===== config.mk =====
export PLATFORM = sky130hd
export DESIGN_NAME = mf3_col_cell
export DESIGN_NICKNAME = d
export VERILOG_FILES = /design/src/mf3_pkg.sv /design/src/mf3_col_cell.sv
export SDC_FILE = /design/constraint.sdc
export NUM_CORES = 1
export LEC_CHECK = 0
export BUFFER_PORTS_ARGS = -buffer_cell sky130_fd_sc_hd__clkbuf_2
export CAP_MARGIN = 20
export CORE_ASPECT_RATIO = 1.2
export CORE_UTILIZATION = 38
export CTS_BUF_LIST = sky130_fd_sc_hd__clkbuf_2 sky130_fd_sc_hd__clkbuf_4 sky130_fd_sc_hd__clkbuf_8
export CTS_CLUSTER_SIZE = 12
export DETAILED_ROUTE_END_ITERATION = 8
export PLACE_DENSITY = 0.86
export SETUP_SLACK_MARGIN = 0.02
export SKIP_LAST_GASP = 1
export SYNTH_ARGS = -nofsm -noshare
export SYNTH_HDL_FRONTEND = slang
export SYNTH_SLANG_ARGS = --single-unit

===== constraint.sdc =====
create_clock -name i_clk -period 0.8 [get_ports i_clk]
set_input_delay 0.16 -clock i_clk [delete_from_list [all_inputs] [get_ports i_clk]]
set_output_delay 0.16 -clock i_clk [all_outputs]
set_load 0.05 [all_outputs]

===== src/mf3_pkg.sv =====
// ----------------------------------------------------------------------------
// mf3_pkg: shared types and constants of the 3x3 median filter
// pixel and window column types, register codes and small compare helpers
// ----------------------------------------------------------------------------
package mf3_pkg;

    localparam int PIX_W        = 8;
    localparam int FW_W         = 11;    // frame_width register
    localparam int FH_W         = 13;    // frame_height register, also row counter
    localparam int ITEMS_W      = 23;    // items taken in the current frame
    localparam int HEIGHT_LIMIT = 4096;
    localparam int CFG_IDX_W    = 2;
    localparam int CFG_DATA_W   = 13;

    localparam logic [FW_W-1:0] RESET_WIDTH  = 11'd640;
    localparam logic [FH_W-1:0] RESET_HEIGHT = 13'd480;

    localparam logic [CFG_IDX_W-1:0] REG_FRAME_WIDTH  = 2'd0;
    localparam logic [CFG_IDX_W-1:0] REG_FRAME_HEIGHT = 2'd1;

    localparam logic KIND_PIXEL = 1'b0;
    localparam logic KIND_FLUSH = 1'b1;

    typedef logic [PIX_W-1:0] t_pixel;

    // one window column: raw pixels and the same three sorted
    typedef struct packed {
        t_pixel top;
        t_pixel cen;
        t_pixel bot;
        t_pixel lo;
        t_pixel md;
        t_pixel hi;
    } t_column;

    function automatic t_pixel min2(input t_pixel a, input t_pixel b);
        return (a < b) ? a : b;
    endfunction

    function automatic t_pixel max2(input t_pixel a, input t_pixel b);
        return (a > b) ? a : b;
    endfunction

    function automatic t_pixel min3(input t_pixel a, input t_pixel b, input t_pixel c);
        return min2(min2(a, b), c);
    endfunction

    function automatic t_pixel max3(input t_pixel a, input t_pixel b, input t_pixel c);
        return max2(max2(a, b), c);
    endfunction

    function automatic t_pixel med3(input t_pixel a, input t_pixel b, input t_pixel c);
        return max2(min2(a, b), min2(max2(a, b), c));
    endfunction

    // build a column from top, center and bottom pixels
    function automatic t_column make_column(input t_pixel a, input t_pixel b,
                                            input t_pixel c);
        t_column col;
        col.top = a;
        col.cen = b;
        col.bot = c;
        col.lo  = min3(a, b, c);
        col.md  = med3(a, b, c);
        col.hi  = max3(a, b, c);
        return col;
    endfunction

endpackage


===== src/mf3_col_cell.sv =====
// ----------------------------------------------------------------------------
// mf3_col_cell: one column cell of the window chain
// holds a raw and sorted column, takes the neighbor's column on shift
// ----------------------------------------------------------------------------
module mf3_col_cell (
    input  logic             i_clk,
    input  logic             i_shift,
    input  mf3_pkg::t_column i_col,
    output mf3_pkg::t_column o_col
);

    mf3_pkg::t_column r_col;

    always_ff @(posedge i_clk) begin
        if (i_shift) begin
            r_col <= i_col;
        end
    end

    assign o_col = r_col;

endmodule


[After elaboration in Yosys (flattened, before gate mapping)]
Index checks and enable logic that the tools add are counted.
Word-level totals
  input bits: 50
  logic and storage cells: 6
  register bits after elaboration: 48
  output and inout bits: 48

[Depth between registers and ports, before layout]
  word-level depth: 0
  depth in mapped cells: 0
  gate-level depth less buffers: 0

[Worst setup path before layout]
OpenSTA, ideal clock, no wires.
  path type: reg2out
  from: register r_col, in the netlist o_col[0]
  to: output port o_col[0] in the netlist's numbering
  arrival: 0.601 ns
  path buffers: 0
  slack: 0.039 ns
  stages on the path, launching flop included: 1
  data required time: 0.640 ns
  cells stage by stage: edfxtp_1
RTL lines
  start: declaration: RTL line mf3_col_cell.sv:12  | mf3_pkg::t_column r_col;
  start signal: assignment: RTL line mf3_col_cell.sv:16  | r_col <= i_col;
  end: declaration: RTL line mf3_col_cell.sv:9  | output mf3_pkg::t_column o_col
No word-level cell between the ends.

[Worst setup path after layout]
  from: register r_col, in the netlist o_col[29]
  to: output port o_col[29] in the netlist's numbering
No word-level cell between the ends.

==> metrics.cfg <==
[worst_setup_path]
cp-startpoint=o_col[29]
cp_slowest_cell=edfxtp_1
path_buf_inv=1
endpoint_kind=output port
start_kind=register
crit_chain=buf_8
critPathArrivalTime_ns=0.90
crit_cells=1
cpPeakStageDelay_ns=0.43
required_ns=0.64
path_class=register to output port
crit_fanout=1
crit_end=o_col[29]
critPathTopFamily=flip-flops

[grt]
grt_pass1_vias=947
antenna_found_initial=0
grt_max_degree=25
grtUsageTotal_pct=15.04
grt.overflow.total=0
grt_pass1_wl_mm=4.236

[finish]
post-route-util_pct=70.32
multi_input_area_um2=0
final_nets=204
largest_reg_flops=48
fill_cells=242
drive_gt1_share_pct=68.39
antenna_cells=0
syn2layout_area_growth_pct=77.26
multi_input_comb_cells=0

[timing]
finalSetupViolations=48
rsz0062_at_grt=yes
slew_violations=0
fin_crit_sh_pct=132.0
timing.fmax_mhz=946.8
fin_tns_setup_ns=-10.88
finalHoldViolations=0
finalWorstSetupSlack_ns=-0.2562
relSlewSlack_pct=91.36
period_minus_slack_ns=1.056
worst-slew-pin-transition_ns=0.1295

[floorplanning]
rows=24
coreArea_um2=3633
ios=98
die-area_um2=4044
start_util_pct=39.67
die_w_um=58.22
die_h_um=69.47

[logic_synthesis]
synthCells=48
yosysWarnings=0
yosysTopAreaCell=edfxtp_1
yosysSeqAreaShare_pct=100.0
syn_area_um2=1441
netlist.area_leader.share_pct=100.0
avgSynthCellArea_um2=30.03
netlist_top_cells_area=edfxtp_1 100%
synth_cell_types=1
synth_fp_nets=98
synth-seq-cells=48

[place]
gp_congestion=0.7037
port_buffers=97

[routing]
remaining_drc_errors=0
vias=893
first_iter_violations=23
viasPerCell=4.314
postRouteAntennaNets=0
wirelength_mm=2.901
wl_per_cell_um=14.01
drtPass1Iterations=4

[outcome]
status=finished, violations left
violations=negative setup slack

[pwr]
comb_power_share_pct=23.6
power_density_nw_per_um2=2268
p_sw_share_pct=28.80
seqPwrFrac_pct=53.2
power.internal_uw=4127
p_clk_share_pct=23.1
power.switching_uw=1669
max-vdd-ir-drop_v=0.001549
total_leakage_power_uw=0.001078

[clocking]
cts.sinks=48
cts_buffers=5
htree_levels=2
clk_pin_slew_ns=0.09
tritoncts=done
cts.path.max_buffers=2
cts_setup_buffers=0
cts-root-buf=clkbuf_8

[min_path]
min_path_type=input port to register

[job]
max_cap_violations=0

==> power by group through the flow <==
stage | Sequential [uW] | Combinational [uW] | Clock, uW
finish | 3090 | 1370 | 1340
floorplan | 3800 | 0 | 0
CTS | 3070 | 1350 | 1400
detailed placement | 3100 | 1060 | 0
global route | 3100 | 1410 | 1500
global placement | 3090 | 1050 | 0
==> synthesized netlist by cell type (all sizes together) <==
cell type	count
edfxtp	48
==> stage by stage <==
step	instance area, um2	power [uW]	setup WS [ns]	hold slack [ns]	instances
2_1_floorplan	1441	3796	0.03940	0.2589	48
3_3_place_gp	2032	4133	0.005963	0.3370	199
3_5_place_dp	2032	4156	0.002331	0.3387	199
4_1_cts	2540	5822	-0.2699	0.02390	207
5_1_grt	2555	6009	-0.2927	0.01442	207
6_report	2555	5796	-0.2562	0.03663	207
==> timing repair <==
action	CTS	global route
setup endpoints to repair	48	48
gates resized for setup	96	12
hold buffers	0	0
==> cell families (layout without fill, tap and decap cells) <==
family / count (synthesis) / in the layout / share of synthesized area (%)
flip-flops: 48 / 48 / 100.0
buffers and inverters: 0 / 107 / 0
==> metal layers <==
layer	GRT usage, %	vias up	part of all wire, %
li1	-	404	-
met1	14.10	408	33
met2	26.95	74	53
met3	7.090	7	12
met4	6.349	0	1.9
met5	0	-	0
==> layout make-up <==
cell class,instances,area [um2],share of cell area [%]
Clock buffer,5,68.82,2.693
Clock inverter,3,18.77,0.7346
Sequential cell,48,1441,56.42
Tap cell,52,65.06,2.547
Timing Repair Buffer,99,960.9,37.61
==> cell usage in the layout (no fill, tap or decap), drive strengths merged <==
master and count:
buf 14, clkinvlp 2, clkbuf 90, edfxtp 48, clkinv 1
==> worst min path at each step <==
stage / start / to / cells past startpoint
final: i_col[24] / o_col[24] / 1
after global routing: i_col[12] / o_col[12] / 1
after CTS: i_col[36] / o_col[36] / 1
after detailed placement: i_col[41] / o_col[41] / 1
after global placement: i_col[30] / o_col[30] / 1
after floorplan: i_col[0] / o_col[0] / 0
(Power assumes the default switching activity.)
