==> config.mk <==
export PLATFORM = sky130hd
export DESIGN_NAME = mf3_median
export DESIGN_NICKNAME = d
export VERILOG_FILES = /design/src/mf3_pkg.sv /design/src/mf3_median.sv
export SDC_FILE = /design/constraint.sdc
export NUM_CORES = 1
export LEC_CHECK = 0
export BUFFER_PORTS_ARGS = -buffer_cell sky130_fd_sc_hd__buf_4
export CORE_UTILIZATION = 50
export DETAILED_ROUTE_END_ITERATION = 6
export PLACE_DENSITY = 0.93
export SLEW_MARGIN = 20
export SYNTH_ARGS = -nofsm -noshare
export SYNTH_HDL_FRONTEND = slang
export SYNTH_SLANG_ARGS = --single-unit
==> constraint.sdc <==
create_clock -name vclk -period 19.45
set_input_delay 2.9175 -clock vclk [all_inputs]
set_output_delay 2.9175 -clock vclk [all_outputs]
set_load 0.1 [all_outputs]
==> src/mf3_pkg.sv <==
// ----------------------------------------------------------------------------
// mf3_pkg: shared types and constants of the 3x3 median filter
// pixel and window column types, register codes and small compare helpers
// ----------------------------------------------------------------------------
package mf3_pkg;

    localparam int PIX_W        = 8;
    localparam int FW_W         = 11;    // frame_width register
    localparam int FH_W         = 13;    // frame_height register, also row counter
    localparam int ITEMS_W      = 23;    // items taken in the current frame
    localparam int HEIGHT_LIMIT = 4096;
    localparam int CFG_IDX_W    = 2;
    localparam int CFG_DATA_W   = 13;

    localparam logic [FW_W-1:0] RESET_WIDTH  = 11'd640;
    localparam logic [FH_W-1:0] RESET_HEIGHT = 13'd480;

    localparam logic [CFG_IDX_W-1:0] REG_FRAME_WIDTH  = 2'd0;
    localparam logic [CFG_IDX_W-1:0] REG_FRAME_HEIGHT = 2'd1;

    localparam logic KIND_PIXEL = 1'b0;
    localparam logic KIND_FLUSH = 1'b1;

    typedef logic [PIX_W-1:0] t_pixel;

    // one window column: raw pixels and the same three sorted
    typedef struct packed {
        t_pixel top;
        t_pixel cen;
        t_pixel bot;
        t_pixel lo;
        t_pixel md;
        t_pixel hi;
    } t_column;

    function automatic t_pixel min2(input t_pixel a, input t_pixel b);
        return (a < b) ? a : b;
    endfunction

    function automatic t_pixel max2(input t_pixel a, input t_pixel b);
        return (a > b) ? a : b;
    endfunction

    function automatic t_pixel min3(input t_pixel a, input t_pixel b, input t_pixel c);
        return min2(min2(a, b), c);
    endfunction

    function automatic t_pixel max3(input t_pixel a, input t_pixel b, input t_pixel c);
        return max2(max2(a, b), c);
    endfunction

    function automatic t_pixel med3(input t_pixel a, input t_pixel b, input t_pixel c);
        return max2(min2(a, b), min2(max2(a, b), c));
    endfunction

    // build a column from top, center and bottom pixels
    function automatic t_column make_column(input t_pixel a, input t_pixel b,
                                            input t_pixel c);
        t_column col;
        col.top = a;
        col.cen = b;
        col.bot = c;
        col.lo  = min3(a, b, c);
        col.md  = med3(a, b, c);
        col.hi  = max3(a, b, c);
        return col;
    endfunction

endpackage

==> src/mf3_median.sv <==
// ----------------------------------------------------------------------------
// mf3_median: median of nine from three sorted columns
// max of lows, median of mids, min of highs, then median of those three
// ----------------------------------------------------------------------------
module mf3_median (
    input  mf3_pkg::t_column i_c0,
    input  mf3_pkg::t_column i_c1,
    input  mf3_pkg::t_column i_c2,
    output mf3_pkg::t_pixel  o_median
);

    mf3_pkg::t_pixel lo_max;
    mf3_pkg::t_pixel md_med;
    mf3_pkg::t_pixel hi_min;

    always_comb begin
        lo_max   = mf3_pkg::max3(i_c0.lo, i_c1.lo, i_c2.lo);
        md_med   = mf3_pkg::med3(i_c0.md, i_c1.md, i_c2.md);
        hi_min   = mf3_pkg::min3(i_c0.hi, i_c1.hi, i_c2.hi);
        o_median = mf3_pkg::med3(lo_max, md_med, hi_min);
    end

endmodule

### Yosys cells after proc, flatten, opt, wreduce, memory -nomap -nowiden

Cells that the tools add are included.

* order comparisons: 12
* multiplexer cells: 12

Operators with widths (number)
* $mux W8: 12
* $gt A8 B8 Y1: 6
* $lt A8 B8 Y1: 6

* flip-flop bits (word level): 0
* input bits: 144

### Longest topological paths before layout

* depth after elaboration: 12
* depth in mapped cells: 58
* mapped depth without buffers: 55

### Worst setup path before layout

No wires, ideal clock.

* kind: in2out
* start point: input port i_c1[9] (netlist name)
* end point: output port o_median[0]
* arrival time: 13.580 ns
* required time: 16.533 ns
* slack: 2.953 ns
* stages on the path: 55
* path buffers: 4
* path through: inv_1 ha_1 nor2b_4 o211ai_2 a21oi_2 o21ai_2 mux2_2 ha_1 a21oi_1 a21oi_1 nor3_2 o2111ai_1 nand3_4 mux2i_1 ha_1 a21oi_1 nor2b_1 o21ai_0 (+19 left out) a21o_1 a21oi_1 o21ai_0 nor2_1 nor4bb_1 nor3_1 buf_4 mux2i_1 ha_1 nor2b_1 o21a_1 o21ai_0 nand2b_1 a21oi_1 o21ai_0 o21ai_1 clkbuf_1 mux2i_1

* longest elaborated chain between the ends: 12
* elaborated cells on any way between the ends: 16
* those cells by class: order compare (8); mux (8)

Ends and longest elaborated chain
* start: declaration: RTL line mf3_median.sv:7 `input mf3_pkg::t_column i_c1,`
* $gt A8 B8 Y1: RTL line mf3_pkg.sv:41 `return (a > b) ? a : b;`
* $mux W8: RTL line mf3_pkg.sv:41
* $lt A8 B8 Y1: RTL line mf3_pkg.sv:37 `return (a < b) ? a : b;`
* $mux W8: RTL line mf3_pkg.sv:37
* $gt A8 B8 Y1: RTL line mf3_pkg.sv:41
* $mux W8 (*): RTL line mf3_pkg.sv:41
* $gt A8 B8 Y1: RTL line mf3_pkg.sv:41
* $mux W8: RTL line mf3_pkg.sv:41
* $lt A8 B8 Y1: RTL line mf3_pkg.sv:37
* $mux W8: RTL line mf3_pkg.sv:37
* $gt A8 B8 Y1: RTL line mf3_pkg.sv:41
* $mux W8 (*): RTL line mf3_pkg.sv:41
* end: declaration: RTL line mf3_median.sv:9 `output mf3_pkg::t_pixel o_median`

Mark *: on every way between the ends. The rest lies on a longest branch, timed or not.

### Worst setup path in the final report

* start point: input port i_c0[9] (netlist name)
* end point: output port o_median[1]

* longest elaborated chain between the ends: 12
* elaborated cells on any way between the ends: 16
* those cells by class: order compare (8); mux (8)

Ends and longest elaborated chain
* start: declaration: RTL line mf3_median.sv:6 `input mf3_pkg::t_column i_c0,`
* $gt A8 B8 Y1: RTL line mf3_pkg.sv:41
* $mux W8: RTL line mf3_pkg.sv:41
* $lt A8 B8 Y1: RTL line mf3_pkg.sv:37
* $mux W8: RTL line mf3_pkg.sv:37
* $gt A8 B8 Y1: RTL line mf3_pkg.sv:41
* $mux W8 (*): RTL line mf3_pkg.sv:41
* $gt A8 B8 Y1: RTL line mf3_pkg.sv:41
* $mux W8: RTL line mf3_pkg.sv:41
* $lt A8 B8 Y1: RTL line mf3_pkg.sv:37
* $mux W8: RTL line mf3_pkg.sv:37
* $gt A8 B8 Y1: RTL line mf3_pkg.sv:41
* $mux W8 (*): RTL line mf3_pkg.sv:41

Marks and branches as above.

==> metrics.cfg <==
[outcome]
status=finished clean

[timing]
hold_viol=0
fin_crit_sh=0.890
rsz0062_at_grt=false
whs_ps=6560
finalCriticalPeriod_ps=17300
report.final.slew_viol_count=0
tns_ps=0
setup_viol=0
relSlewSlack=0.320
max_slew.worst_pin.slew_ps=1020
fmax_mhz=57.8

[cells_and_area]
area_delta_synth_final_pct=20.5
regArea_sq_um=0
diodes=0
fillCellCount=505
nFlopsAndLatches=0
drive_above_1_share=0.219
nClkBuffers=0
final_nets=724

[floorplan]
start_util=0.526
core.rowCount=28
fp.dieH_um=81.4
dieArea_sq_mm=0.00663
coreArea_sq_mm=0.00599
num_io_pins=152
die_x_um=81.4

[clocking]
cts_setup_buffers=0
post_cts_resized=0
hold_buffers=0

[global_routing]
grt_max_degree=20
grt_first_pass_wirelength_um=13300
grt_use_total=0.245
overflow=0
grt_pass1_vias=3193
antenna_found_initial=0

[synthesis]
synth_top_cell_by_area=ha_1
synthMostInstantiatedCell=inv_1
yosys_warnings=0
synth_area_sq_mm=0.00315
synth_area_leaders=ha_1 29%, mux2i_1 10%, inv_1 8.7%
netlist_instances=435
avgSynthCellArea_sq_um=7.25
ys_types=56
yosys-top-cells-count=73 x inv_1, 72 x ha_1, 34 x a21oi_1
synth_top_area_frac=0.286
synth-seq-area-share=0
synth_nets=651

[worst_setup_path]
crit_slowest_cell=nor2_1
cp_max_fo=13
cp.arrival_ps=14380
slowest_delay_ps=630
cp.required_ps=16530
cp-end-kind=output port
cp-start-kind=input port
timing_worst_setup_path_type=input port to output port

[placement]
gp_congestion=0.907
post-dp-hpwl_um=7070
portBuffers=80

[detailed_routing]
dr_total_vias=3278
routedWlPerCell_um=13.7
drt-total-wl_um=7940
firstDrtPassIters=4
drtAntennaViolNets=0
initialDrtViolationCount=143
vias_per_cell=5.64
drc=0

[hold_path]
hold_depth=5
hold_path_class=input port to output port

[flow_run]
drv_cap=0

[worst paths after layout]
kind,startpoint,end,slack (ps)
setup / recovery,i_c0[9],o_median[1],2150
hold / removal,i_c2[1],o_median[1],6560
[layer usage]
metal,global-route usage,vias to the layer above,part of all wire
met4,0.0375,0,0.010
met3,0.0146,8,0.052
li1,-,1699,-
met2,0.488,110,0.50
met1,0.283,1461,0.44
met5,0,-,0
[logic make-up after synthesis]
kind of cell	Yosys count	share of synthesized area
AOI/OAI and AO/OA	128	0.256
xor gates and xnor gates	2	0.00556
adders and majority gates	73	0.289
buffers and inverters	84	0.107
muxes	53	0.184
and+or+nand+nor	95	0.158
[placed cells by master, fill, tap and decap left out, types with 2 or more instances in the layout]
master	instances
o31a_1	2
nor3_1	2
inv_1	73
mux2_4	3
a211oi_1	3
nand2_1	19
mux2i_1	33
or2_1	2
o21ai_0	28
o21ai_1	13
nand3_1	7
a21oi_1	34
ha_1	72
nand4_1	10
buf_4	82
nand2b_1	8
xor2_1	2
nor2b_1	5
and2_1	2
o21a_1	9
o211ai_1	3
mux2_2	15
nor2_1	30
a21o_1	21
[stage by stage]
stage,instance area (sq um),setup slack (ps),util,std cells
global route,3800,1270,0.634,581
CTS,3800,2300,0.634,581
detailed placement,3800,2340,0.634,581
global placement,3800,2800,0.634,581
floorplan,3150,2950,-,435
finish,3800,2150,0.634,581
[area by class of cell]
cell class,count,area (sq um),area share
well taps,75,93.8,0.0247
inverters,73,274,0.0721
multi-input cells,351,2820,0.741
repair buffers,82,616,0.162
[worst max-delay path, delay by kind of cell]
family,cells,cell delay [ps]
buf+inv,4,860
fa+ha+maj,6,1710
simple gates,18,3500
compound gates,22,4490
mux,3,870
Power is left out: the tool's default activity adds up to more than one toggle a clock period on the data nets, which glitch-free logic cannot reach.
